## config.mk

```make
export PLATFORM = sky130hd
export DESIGN_NAME = motor_homing_timed_positioner_core
export DESIGN_NICKNAME = d
export VERILOG_FILES = /design/src/rtl/mhtp_pkg.sv /design/src/rtl/mhtp_ctrl.sv /design/src/rtl/mhtp_dp.sv /design/src/rtl/motor_homing_timed_positioner_core.sv
export SDC_FILE = /design/constraint.sdc
export NUM_CORES = 2
export LEC_CHECK = 0
export ABC_AREA = 1
export BUFFER_PORTS_ARGS = -buffer_cell sky130_fd_sc_hd__clkbuf_2
export CAP_MARGIN = 20
export CORE_MARGIN = 1.5
export CORE_UTILIZATION = 55
export CTS_BUF_LIST = sky130_fd_sc_hd__clkbuf_16
export CTS_CLUSTER_DIAMETER = 40
export DETAILED_ROUTE_END_ITERATION = 12
export PLACE_DENSITY = 0.77
export SYNTH_ARGS = -nofsm -noshare
export SYNTH_HDL_FRONTEND = slang
export SYNTH_SLANG_ARGS = --single-unit
```

## constraint.sdc

```tcl
create_clock -name clk -period 7 [get_ports clk]
set_input_delay 1.05 -clock clk [delete_from_list [all_inputs] [get_ports clk]]
set_output_delay 1.05 -clock clk [all_outputs]
set_load 0.02 [all_outputs]
```

## src/rtl/mhtp_pkg.sv

```systemverilog
// Shared types and constants for the timed stepper positioner.
package mhtp_pkg;

  localparam int unsigned TRAVEL_W = 20;
  localparam int unsigned ANGLE_W  = 17;
  localparam int unsigned POS_W    = 21;
  localparam int unsigned TIME_W   = 32;
  localparam int unsigned PROD_W   = TRAVEL_W + ANGLE_W;
  localparam int unsigned IN_W     = 24;
  localparam int unsigned OUT_W    = 32;
  localparam int unsigned CFG_AW   = 4;
  localparam int unsigned CFG_DW   = 32;

  localparam logic [POS_W-1:0] POS_MAX   = 21'h1F_FFFF;
  localparam logic [3:0]       LOW_LIMIT = 4'd10;
  localparam logic [3:0]       LOW_SAT   = 4'd15;
  localparam logic [POS_W-1:0] NEAR_MS   = 21'd20;
  localparam logic [5:0]       DIV_LAST  = 6'(PROD_W - 1);

  // register index, taken from paddr[3:2]
  localparam logic [1:0] REG_TRAVEL = 2'd0;
  localparam logic [1:0] REG_ANG_LO = 2'd1;
  localparam logic [1:0] REG_ANG_HI = 2'd2;

  typedef enum logic [1:0] {
    ACT_TICK  = 2'd0,
    ACT_CALIB = 2'd1,
    ACT_ANGLE = 2'd2
  } action_t;

  typedef enum logic [1:0] {
    STS_MOVING = 2'd0,
    STS_THERE  = 2'd1,
    STS_REJECT = 2'd2,
    STS_FAULT  = 2'd3
  } status_t;

  typedef enum logic [3:0] {
    ST_IDLE,
    ST_TICK_CNT,
    ST_TICK_OVER,
    ST_TICK_DONE,
    ST_CALIB,
    ST_MV_CHECK,
    ST_MV_MUL,
    ST_MV_DIV,
    ST_MV_DIFF,
    ST_MV_APPLY,
    ST_RESULT
  } state_t;

  typedef struct packed {
    logic accept;
    logic tick_cnt;
    logic tick_over;
    logic tick_done;
    logic calib;
    logic mv_check;
    logic mv_mul;
    logic div_step;
    logic mv_diff;
    logic mv_apply;
    logic out_load;
  } cmd_t;

  typedef struct packed {
    logic over_pending;
    logic move_ok;
    logic div_last;
  } sts_t;

endpackage

```

## src/rtl/mhtp_ctrl.sv

```systemverilog
// Sequencer: steps one beat at a time through tick, calibrate or move handling.
module mhtp_ctrl (
  input  logic               clk,
  input  logic               rst_n,
  input  logic               in_tvalid,
  output logic               in_tready,
  input  logic [1:0]         in_tuser,
  output logic               out_tvalid,
  input  logic               out_tready,
  input  mhtp_pkg::sts_t     sts,
  output mhtp_pkg::cmd_t     cmd
);
  import mhtp_pkg::*;

  state_t state_r, state_nxt;
  logic   out_valid_r, out_valid_nxt;
  logic   out_free;

  assign out_free   = !out_valid_r || out_tready;
  assign in_tready  = (state_r == ST_IDLE);
  assign out_tvalid = out_valid_r;

  always_comb begin
    state_nxt = state_r;
    case (state_r)
      ST_IDLE: begin
        if (in_tvalid) begin
          case (in_tuser)
            ACT_TICK:  state_nxt = ST_TICK_CNT;
            ACT_CALIB: state_nxt = ST_CALIB;
            ACT_ANGLE: state_nxt = ST_MV_CHECK;
            default:   state_nxt = ST_RESULT;
          endcase
        end
      end
      ST_TICK_CNT:  state_nxt = sts.over_pending ? ST_TICK_OVER : ST_RESULT;
      ST_TICK_OVER: state_nxt = ST_TICK_DONE;
      ST_TICK_DONE: state_nxt = ST_RESULT;
      ST_CALIB:     state_nxt = ST_RESULT;
      ST_MV_CHECK:  state_nxt = sts.move_ok ? ST_MV_MUL : ST_RESULT;
      ST_MV_MUL:    state_nxt = ST_MV_DIV;
      ST_MV_DIV:    state_nxt = sts.div_last ? ST_MV_DIFF : ST_MV_DIV;
      ST_MV_DIFF:   state_nxt = ST_MV_APPLY;
      ST_MV_APPLY:  state_nxt = ST_RESULT;
      ST_RESULT:    state_nxt = out_free ? ST_IDLE : ST_RESULT;
      default:      state_nxt = ST_IDLE;
    endcase
  end

  always_comb begin
    cmd = '0;
    case (state_r)
      ST_IDLE:      cmd.accept    = in_tvalid;
      ST_TICK_CNT:  cmd.tick_cnt  = 1'b1;
      ST_TICK_OVER: cmd.tick_over = 1'b1;
      ST_TICK_DONE: cmd.tick_done = 1'b1;
      ST_CALIB:     cmd.calib     = 1'b1;
      ST_MV_CHECK:  cmd.mv_check  = 1'b1;
      ST_MV_MUL:    cmd.mv_mul    = 1'b1;
      ST_MV_DIV:    cmd.div_step  = 1'b1;
      ST_MV_DIFF:   cmd.mv_diff   = 1'b1;
      ST_MV_APPLY:  cmd.mv_apply  = 1'b1;
      ST_RESULT:    cmd.out_load  = out_free;
      default:      cmd = '0;
    endcase
  end

  always_comb begin
    out_valid_nxt = out_valid_r;
    if (cmd.out_load) begin
      out_valid_nxt = 1'b1;
    end else if (out_tready) begin
      out_valid_nxt = 1'b0;
    end
  end

  always_ff @(posedge clk) begin
    if (!rst_n) begin
      state_r     <= ST_IDLE;
      out_valid_r <= 1'b0;
    end else begin
      state_r     <= state_nxt;
      out_valid_r <= out_valid_nxt;
    end
  end

endmodule

```

## src/rtl/mhtp_dp.sv

```systemverilog
// Datapath: positioner state, angle mapping with serial divider, result register.
module mhtp_dp (
  input  logic                          clk,
  input  logic                          rst_n,
  input  mhtp_pkg::cmd_t                cmd,
  output mhtp_pkg::sts_t                sts,
  input  logic [mhtp_pkg::IN_W-1:0]     in_tdata,
  input  logic [mhtp_pkg::TRAVEL_W-1:0] travel_ms,
  input  logic signed [mhtp_pkg::ANGLE_W-1:0] angle_low,
  input  logic signed [mhtp_pkg::ANGLE_W-1:0] angle_high,
  output logic [mhtp_pkg::OUT_W-1:0]    out_tdata
);
  import mhtp_pkg::*;

  // architectural state
  logic              calibrated_r;
  logic              move_done_r;
  logic [3:0]        low_count_r;
  logic [POS_W-1:0]  position_r;
  logic [POS_W-1:0]  target_r;
  logic [TIME_W-1:0] stop_time_r;
  logic [TIME_W-1:0] time_count_r;
  logic              home_level_r;
  logic              motor_run_r;
  logic              dir_reg_r;
  logic [1:0]        status_r;
  logic              cev_r;
  logic              dev_r;

  // per-beat working registers
  logic                      limit_r;
  logic                      hdir_r;
  logic signed [ANGLE_W-1:0] ang_r;
  logic [ANGLE_W-1:0]        span_r;
  logic [ANGLE_W-1:0]        off_r;
  logic [PROD_W-1:0]         dvd_r;
  logic [ANGLE_W-1:0]        rem_r;
  logic [5:0]                div_cnt_r;
  logic [TIME_W-1:0]         over_r;
  logic [POS_W-1:0]          diff_r;
  logic                      up_r;
  logic [OUT_W-1:0]          out_data_r;

  logic [3:0]                low_count_nxt;
  logic                      calib_hit;
  logic signed [ANGLE_W-1:0] amin, amax;
  logic                      fault, reject;
  logic signed [ANGLE_W:0]   span_w, off_w;
  logic [PROD_W-1:0]         prod_w;
  logic [ANGLE_W:0]          shl_w, sub_w;
  logic                      ge_w;
  logic [POS_W-1:0]          quo_w;
  logic                      up_w;
  logic [TIME_W-1:0]         sum_w;
  logic [POS_W-1:0]          pos_sat_w;

  // limit switch debounce
  always_comb begin
    if (limit_r) begin
      low_count_nxt = '0;
    end else if (low_count_r == LOW_SAT) begin
      low_count_nxt = low_count_r;
    end else begin
      low_count_nxt = low_count_r + 4'd1;
    end
  end
  assign calib_hit = (low_count_nxt > LOW_LIMIT);

  // angle limits and checks
  assign amin   = (angle_low < angle_high) ? angle_low : angle_high;
  assign amax   = (angle_low < angle_high) ? angle_high : angle_low;
  assign fault  = (travel_ms == '0) || (angle_low == angle_high);
  assign reject = !calibrated_r || (ang_r > amax) || (ang_r < amin);
  assign span_w = {amax[ANGLE_W-1], amax} - {amin[ANGLE_W-1], amin};
  assign off_w  = {ang_r[ANGLE_W-1], ang_r} - {amin[ANGLE_W-1], amin};

  assign prod_w = {{ANGLE_W{1'b0}}, travel_ms} * {{TRAVEL_W{1'b0}}, off_r};

  // restoring divider, one quotient bit a cycle
  assign shl_w = {rem_r, dvd_r[PROD_W-1]};
  assign ge_w  = (shl_w >= {1'b0, span_r});
  assign sub_w = shl_w - {1'b0, span_r};

  // quotient never exceeds travel_ms, so the low bits hold it
  assign quo_w = dvd_r[POS_W-1:0];
  assign up_w  = (quo_w > position_r);

  // overshoot is below 2^31 here, so the sum cannot wrap
  assign sum_w     = {{(TIME_W-POS_W){1'b0}}, target_r} + over_r;
  assign pos_sat_w = (sum_w > {{(TIME_W-POS_W){1'b0}}, POS_MAX}) ? POS_MAX
                                                                 : sum_w[POS_W-1:0];

  assign sts.over_pending = calibrated_r && !move_done_r;
  assign sts.move_ok      = !fault && !reject;
  assign sts.div_last     = (div_cnt_r == DIV_LAST);

  always_ff @(posedge clk) begin
    if (!rst_n) begin
      calibrated_r <= 1'b0;
      move_done_r  <= 1'b1;
      low_count_r  <= '0;
      position_r   <= '0;
      target_r     <= '0;
      stop_time_r  <= '0;
      time_count_r <= '0;
      home_level_r <= 1'b0;
      motor_run_r  <= 1'b0;
      dir_reg_r    <= 1'b0;
      status_r     <= STS_MOVING;
      cev_r        <= 1'b0;
      dev_r        <= 1'b0;
    end else begin
      if (cmd.accept) begin
        status_r <= STS_MOVING;
        cev_r    <= 1'b0;
        dev_r    <= 1'b0;
      end
      if (cmd.tick_cnt) begin
        time_count_r <= time_count_r + 32'd1;
        if (!calibrated_r) begin
          low_count_r <= low_count_nxt;
          if (calib_hit) begin
            calibrated_r <= 1'b1;
            move_done_r  <= 1'b1;
            position_r   <= '0;
            motor_run_r  <= 1'b0;
            cev_r        <= 1'b1;
          end
        end
      end
      if (cmd.tick_done) begin
        if ((over_r != '0) && !over_r[TIME_W-1]) begin
          motor_run_r <= 1'b0;
          move_done_r <= 1'b1;
          position_r  <= pos_sat_w;
          dev_r       <= 1'b1;
        end
      end
      if (cmd.calib) begin
        home_level_r <= hdir_r;
        dir_reg_r    <= hdir_r;
        motor_run_r  <= 1'b1;
      end
      if (cmd.mv_check) begin
        if (fault) begin
          status_r <= STS_FAULT;
        end else if (reject) begin
          status_r <= STS_REJECT;
        end
      end
      if (cmd.mv_diff) begin
        target_r    <= quo_w;
        move_done_r <= 1'b0;
      end
      if (cmd.mv_apply) begin
        if (diff_r < NEAR_MS) begin
          stop_time_r <= time_count_r;
          motor_run_r <= 1'b0;
          status_r    <= STS_THERE;
        end else begin
          dir_reg_r   <= up_r ? !home_level_r : home_level_r;
          stop_time_r <= time_count_r + {{(TIME_W-POS_W){1'b0}}, diff_r};
          motor_run_r <= 1'b1;
          status_r    <= STS_MOVING;
        end
      end
    end
  end

  always_ff @(posedge clk) begin
    if (cmd.accept) begin
      limit_r <= in_tdata[0];
      hdir_r  <= in_tdata[1];
      ang_r   <= in_tdata[ANGLE_W+1:2];
    end
    if (cmd.tick_over) begin
      over_r <= time_count_r - stop_time_r;
    end
    if (cmd.mv_check) begin
      span_r <= span_w[ANGLE_W-1:0];
      off_r  <= off_w[ANGLE_W-1:0];
    end
    if (cmd.mv_mul) begin
      dvd_r     <= prod_w;
      rem_r     <= '0;
      div_cnt_r <= '0;
    end
    if (cmd.div_step) begin
      rem_r     <= ge_w ? sub_w[ANGLE_W-1:0] : shl_w[ANGLE_W-1:0];
      dvd_r     <= {dvd_r[PROD_W-2:0], ge_w};
      div_cnt_r <= div_cnt_r + 6'd1;
    end
    if (cmd.mv_diff) begin
      up_r   <= up_w;
      diff_r <= up_w ? (quo_w - position_r) : (position_r - quo_w);
    end
    if (cmd.out_load) begin
      out_data_r <= {5'd0, position_r, dev_r, cev_r, status_r, dir_reg_r, motor_run_r};
    end
  end

  assign out_tdata = out_data_r;

endmodule

```

## src/rtl/motor_homing_timed_positioner_core.sv

```systemverilog
// Top level: configuration registers, sequencer and datapath of the positioner.
//
// Timed stepper positioner with limit-switch homing. One input beat gives one
// result beat. A tick passes through the count state (and, while a move is
// running, the overshoot and done states) on its way to the result register, and a
// calibrate start through a single state. A set angle that passes its checks runs
// a single multiply and then a 37-step restoring divider for the angle-to-
// milliseconds mapping, one quotient bit per cycle. A rejected or faulty set angle goes straight to the result.
// The result sits in an output register; the next beat is taken once the
// previous one has reached that register.
// Configuration is an APB-style port with travel_ms at 0x0, angle_low at 0x4 and
// angle_high at 0x8; angle reads come back sign-extended.
module motor_homing_timed_positioner_core (
  input  logic                        clk,
  input  logic                        rst_n,
  input  logic                        in_tvalid,
  output logic                        in_tready,
  // [0] limit_level, [1] home_dir, [18:2] target_angle, [23:19] zero
  input  logic [mhtp_pkg::IN_W-1:0]   in_tdata,
  // [1:0] action
  input  logic [1:0]                  in_tuser,
  output logic                        out_tvalid,
  input  logic                        out_tready,
  // [0] motor_on, [1] dir_level, [3:2] status, [4] calib_event,
  // [5] done_event, [26:6] position_ms, [31:27] zero
  output logic [mhtp_pkg::OUT_W-1:0]  out_tdata,
  input  logic                        cfg_psel,
  input  logic                        cfg_penable,
  input  logic                        cfg_pwrite,
  input  logic [mhtp_pkg::CFG_AW-1:0] cfg_paddr,
  input  logic [mhtp_pkg::CFG_DW-1:0] cfg_pwdata,
  output logic [mhtp_pkg::CFG_DW-1:0] cfg_prdata,
  output logic                        cfg_pready
);
  import mhtp_pkg::*;

  logic [TRAVEL_W-1:0]       travel_ms_r;
  logic signed [ANGLE_W-1:0] angle_low_r;
  logic signed [ANGLE_W-1:0] angle_high_r;
  logic                      cfg_wr;
  logic [1:0]                cfg_idx;
  cmd_t                      cmd;
  sts_t                      sts;

  assign cfg_pready = 1'b1;
  assign cfg_idx    = cfg_paddr[3:2];
  assign cfg_wr     = cfg_psel && cfg_penable && cfg_pwrite && cfg_pready;

  always_ff @(posedge clk) begin
    if (!rst_n) begin
      travel_ms_r  <= '0;
      angle_low_r  <= '0;
      angle_high_r <= '0;
    end else if (cfg_wr) begin
      case (cfg_idx)
        REG_TRAVEL: travel_ms_r  <= cfg_pwdata[TRAVEL_W-1:0];
        REG_ANG_LO: angle_low_r  <= cfg_pwdata[ANGLE_W-1:0];
        REG_ANG_HI: angle_high_r <= cfg_pwdata[ANGLE_W-1:0];
        default:    ;
      endcase
    end
  end

  always_comb begin
    case (cfg_idx)
      REG_TRAVEL: cfg_prdata = {{(CFG_DW-TRAVEL_W){1'b0}}, travel_ms_r};
      REG_ANG_LO: cfg_prdata = {{(CFG_DW-ANGLE_W){angle_low_r[ANGLE_W-1]}}, angle_low_r};
      REG_ANG_HI: cfg_prdata = {{(CFG_DW-ANGLE_W){angle_high_r[ANGLE_W-1]}}, angle_high_r};
      default:    cfg_prdata = '0;
    endcase
  end

  mhtp_ctrl u_ctrl (
    .clk        (clk),
    .rst_n      (rst_n),
    .in_tvalid  (in_tvalid),
    .in_tready  (in_tready),
    .in_tuser   (in_tuser),
    .out_tvalid (out_tvalid),
    .out_tready (out_tready),
    .sts        (sts),
    .cmd        (cmd)
  );

  mhtp_dp u_dp (
    .clk        (clk),
    .rst_n      (rst_n),
    .cmd        (cmd),
    .sts        (sts),
    .in_tdata   (in_tdata),
    .travel_ms  (travel_ms_r),
    .angle_low  (angle_low_r),
    .angle_high (angle_high_r),
    .out_tdata  (out_tdata)
  );

endmodule

```

* Word level (Yosys, flattened, before mapping)
Cells that the tools add are included.
** Word-level totals
- Bits in registers :: 372
- Input bits :: 69
- Output and inout bits :: 67
** Cells by class
- Add/sub/neg operators :: 11
- Multiply operators :: 1
- $lt $le $gt $ge :: 8
- Equality and inequality tests :: 18
- Multiplexer cells :: 73
- Bitwise operators :: 1
- Reduce and logical (&&, ||, !) cells :: 28
** Operator list (count)
- 21-bit two-way mux :: 7
- 32-bit one-hot mux with 3 select lines :: 1
- 17-bit two-way mux :: 5
- 37-bit two-way mux :: 2
- 17-bit subtractor :: 3
- 21-bit subtractor :: 2
- 1-bit two-way mux :: 41
- 20-bit by 17-bit multiplier with 37-bit output :: 1
- 4-bit one-hot mux with 9 select lines :: 1
- 17-bit < comparator :: 2
- 21-bit by 32-bit adder with 32-bit output :: 1
- 32-bit by 1-bit adder with 32-bit output, second input constant :: 1
- 32-bit by 21-bit adder with 32-bit output :: 1
- 32-bit by 21-bit > comparator with 1-bit output, second input constant :: 1
- 32-bit two-way mux :: 1
- 32-bit nonzero test :: 1
- 32-bit subtractor :: 1
- 4-bit two-way mux :: 7
- 21-bit > comparator :: 1
- 21-bit by 5-bit < comparator with 1-bit output, second input constant :: 1
- 20-bit zero test :: 1
- 18-bit by 17-bit >= comparator with 1-bit output :: 1
- 17-bit equality test :: 1
- 17-bit > comparator :: 1
- other kinds (23) :: 55

* Longest topological paths before layout
- Word-level depth :: 11
- Depth in mapped cells :: 33
- Gate-level depth less buffers :: 31

* Cells and area by module
From an unflattened synthesis, not the netlist that was laid out.
** Unflattened totals
- Cell total of the unflattened synthesis :: 4822
- Area, all modules :: 36192.2 µm²
** Modules (own cells, without submodules)
- mhtp_dp :: instances 1, cells an instance 4314, area an instance 33002.9 µm², sequential area each 8207.9 µm²
- motor_homing_timed_positioner_core :: instances 1, cells an instance 418, area an instance 2668.8 µm², sequential area each 1081.0 µm²
- mhtp_ctrl :: instances 1, cells an instance 90, area an instance 520.5 µm², sequential area each 100.1 µm²

* Least setup slack after synthesis
No wires, ideal clock.
- Path kind :: reg2reg
- From :: register travel_ms_r[14]
- To :: register u_dp.dvd_r[34] (data pin)
- Arrival time :: 5.783 ns
- Required time :: 6.732 ns
- Setup slack :: 0.950 ns
- Stages on the path, launching flop included :: 26
- Buffers on the path :: 2
- Period minus slack after synthesis :: 6.050 ns
- Path through :: dfxtp_1 clkbuf_1 buf_1 nand2_1 fa_1 inv_1 fa_1 inv_1 fa_1 inv_1 fa_1 fa_1 inv_1 fa_1 inv_1 ha_1 a21oi_1 inv_1 nor2_1 inv_1 a21boi_0 nor2_1 a2111oi_0 nand2_1 nand2_1 a31oi_1
** Between the ends
- Cells in the longest elaborated chain, start to end :: 3
** Ends and longest elaborated chain
- start: declaration :: line motor_homing_timed_positioner_core.sv:37 : logic [TRAVEL_W-1:0] travel_ms_r;
- start signal: assignment :: line motor_homing_timed_positioner_core.sv:56 : REG_TRAVEL: travel_ms_r <= cfg_pwdata[TRAVEL_W-1:0];
- 20-bit by 17-bit multiplier with 37-bit output :: line mhtp_dp.sv:77 : assign prod_w = {{ANGLE_W{1'b0}}, travel_ms} * {{TRAVEL_W{1'b0}}, off_r};
- 37-bit two-way mux :: line mhtp_dp.sv:183 : if (cmd.mv_mul) begin
- 37-bit two-way mux :: line mhtp_dp.sv:188 : if (cmd.div_step) begin
- end signal: assignment :: line mhtp_dp.sv:184 : dvd_r <= prod_w;
- end signal: assignment :: line mhtp_dp.sv:190 : dvd_r <= {dvd_r[PROD_W-2:0], ge_w};
- end: declaration :: line mhtp_dp.sv:36 : logic [PROD_W-1:0] dvd_r;
No other way between the ends. The select of a mux whose other input is x is not followed.
A chain may end at the register's enable or synchronous reset.

* Worst setup path after layout
- From :: register u_dp.off_r[13]
- To :: register u_dp.dvd_r[34] (data pin)
** Between the ends
- Cells in the longest elaborated chain, start to end :: 3
** Ends and longest elaborated chain
- start: declaration :: line mhtp_dp.sv:35 : logic [ANGLE_W-1:0] off_r;
- start signal: assignment :: line mhtp_dp.sv:181 : off_r <= off_w[ANGLE_W-1:0];
- 20-bit by 17-bit multiplier with 37-bit output :: line mhtp_dp.sv:77
- 37-bit two-way mux :: line mhtp_dp.sv:183
- 37-bit two-way mux :: line mhtp_dp.sv:188
No other way between the ends. The select of a mux whose other input is x is not followed.

==> out/qor.csv <==
metric,value,unit
outcome,finished clean,
vias,31200,
root_buffer,clkbuf_16,
start_util,55.5,%
ys_top_cells_by_area,"edfxtp_1 16%, fa_1 15%, nand2_1 11%, ha_1 11%, dfxtp_1 10%",
crit_arrival,6910,ps
swShare,39.2,%
drt_pass1_iterations,6,
clk_pin_slew,60,ps
syn_area_per_cell,7.66,sq um
yosysWarningCount,0,
num_rows,93,
area_growth,9.32,%
synth_common_cells,"1065 x nand2_1, 898 x inv_1, 369 x a21oi_1",
place_inst,5527,
synth_xor_area_share,3.73,%
synth-compound-area-share,12.5,%
cts_max_level,2,
ios,136,
r2r_setup_slack,420,ps
synth.most_common_cell,nand2_1,
power_density,236,nW/um^2
cts_buffers,54,
yosysTopAreaCell,edfxtp_1,
die_h,258,um
cts_tree,yes,
viasPerCell,5.54,
synth_cells,4665,
total_power,9200,uW
cts.path.max_buffers,3,
skew,15.1,ps
insertion_delay,600,ps
setup-violations-final,0,
wl,99600,um
relSlewSlack,30.0,%
antenna_found_initial,2,
instances_no_fill,5634,
grt_pass1_vias,30600,
ys_ff_latch,372,
yosysSeqAreaShare,26.3,%
synth-edff-count,194,
hold_class,register to register,
seq_power_share,33.3,%
multiInputGateArea,22300,sq um
async_reset_ff_share,0,%
finalSetupTns,0,ps
wl_per_cell,17.7,um
register_area,9390,sq um
hold_viol_final,0,
initialDrtViolationCount,2332,
grt_max_degree,72,
crit_type,register to register,
final-max-slew-violation-count,0,
synth_top_area_share,16.3,%
synth_mux_area_share,0.196,%
clkPwrFrac,30.3,%
cts_sinks,372,
ys.flop_type,edfxtp_1,
gp_congestion,0.983,
cts-hold-fix-buffers,0,
required,7330,ps
ir_worst_vdd,0.000214,V
tightest_slew,1050,ps
place_hpwl,79100,um
netlist_area,35700,sq um
dieArea,66500,sq um
p_comb_share,36.4,%
fin_crit,6580,ps
drv_cap,0,
fmax,0.152,GHz
grt_usage,30.0,%
ys_types,61,
drc,0,
grt_overflow_total,0,
fin_crit_sh,94.0,%
path_max_fanout,13,
cp-end-kind,register,
cellLeakagePower,0.0192,uW
grt_pass1_wl,159000,um
antenna_left,0,
synth_top_family_by_area,adder cells,
crit_path_start_kind,register,
drive_gt1_share,7.43,%
die_w,258,um
p_int,5590,uW
port_buffers,110,
synthSimpleGateAreaFrac,19.7,%
fin_nets,5379,
design.core.area,64300,sq um
nFillCells,5776,
power_switching,3610,uW
rsz0062_at_grt,no,
yosys.area_share.adder,26.0,%
[power by group through the flow]
| stage | registers, uW | clock network (uW) | logic [uW] |
|---|---|---|---|
| final | 3060 | 2790 | 3350 |
| after global routing | 3070 | 2910 | 3730 |
| after CTS | 3060 | 2820 | 3300 |
| after detailed placement | 3100 | 0 | 3270 |
| after global placement | 3090 | 0 | 3220 |
| after floorplan | 2940 | 0 | 2470 |
[logic make-up (layout without fill, tap and decap cells)]
kind of cell / Yosys count / in the layout
xor+xnor: 152 / 152
flops: 372 / 372
other cells: 2 / 7
fa+ha+maj: 577 / 577
compound gates: 800 / 800
mux: 7 / 7
buf+inv: 1073 / 1182
simple gates: 1682 / 1682
[metal layers]
metal	GRT usage (%)	vias up	share of wire, %
met5	0	-	0.018
met4	12.7	4	4.6
met3	4.59	268	7.0
met2	50.8	1178	47
met1	38.2	14700	41
li1	-	15000	-
[registers in the layout, indices dropped and copies added (netlist names), 2 cells and up]
name / flops
travel_ms_r: 20
u_dp.out_tdata: 27
u_dp.off_r: 17
u_dp.rem_r: 17
angle_low_r: 17
u_dp.diff_r: 21
u_dp.span_r: 17
u_dp.over_r: 32
u_dp.status_r: 2
u_ctrl.state_r: 4
u_dp.target_r: 21
u_dp.ang_r: 17
u_dp.position_r: 21
u_dp.low_count_r: 4
u_dp.time_count_r: 32
angle_high_r: 17
u_dp.dvd_r: 37
u_dp.stop_time_r: 32
u_dp.div_cnt_r: 6
[final cells by class]
class                   count  area share [%]
repair buffers            174            2.75
inverters                 907            8.72
diodes                      1         0.00641
multi-input cells        3224            57.0
clock buffers              58            3.72
well taps                 855            2.74
clock inverters            43            1.05
flip-flops and latches    372            24.0
[placed cells by master, fill, tap and decap left out, drive strengths merged, types with 5 or more instances in the layout]
master,n
a2111oi,5
a211oi,5
a21boi,13
a21o,19
a21oi,373
a22oi,10
a31oi,35
buf,65
clkbuf,167
clkinv,15
conb,6
dfxtp,178
edfxtp,194
fa,276
ha,301
inv,929
mux2i,7
nand2,1102
nand3,138
nand4,56
nor2,276
nor3,50
nor4,35
o211ai,12
o21a,13
o21ai,260
o21bai,7
o221ai,24
o31ai,5
or2,12
xnor2,64
xor2,88
[critical path: stages, from the launching register on]
cell	delay [ps]
edfxtp_1	840
nand2_1	190
fa_1	580
inv_1	50
fa_1	460
fa_1	520
fa_1	540
fa_1	550
inv_1	60
fa_1	540
inv_1	50
ha_1	360
a21oi_1	250
nor2_1	70
nor2_1	80
inv_1	60
a21boi_0	270
nor2_1	70
a2111oi_0	500
nand2_1	100
nand2_1	80
a31oi_1	60
[metrics by stage]
stage	hold WS (ps)	utilization, %	setup slack, ps	cell area, sq um
after floorplan	409	-	950	35700
after global placement	416	57.7	556	37100
after detailed placement	437	57.7	481	37100
after CTS	433	60.6	461	39000
after global routing	443	60.7	1.94	39100
final	427	60.7	423	39100
[worst paths after layout]
check,to,startpoint,cells after the start
max,u_dp.dvd_r[34],u_dp.off_r[13],21
min,u_dp.out_tdata[4],u_dp.cev_r,0
max reg2reg,u_dp.dvd_r[34],u_dp.off_r[13],21
min reg2reg,u_dp.out_tdata[4],u_dp.cev_r,0
[timing repair]
item,4_1_cts,5_1_grt
endpoints found under the setup margin,0,1
gates resized for setup,0,1
buffers inserted,0,4
Note: power is estimated with default switching activity, not from simulation.
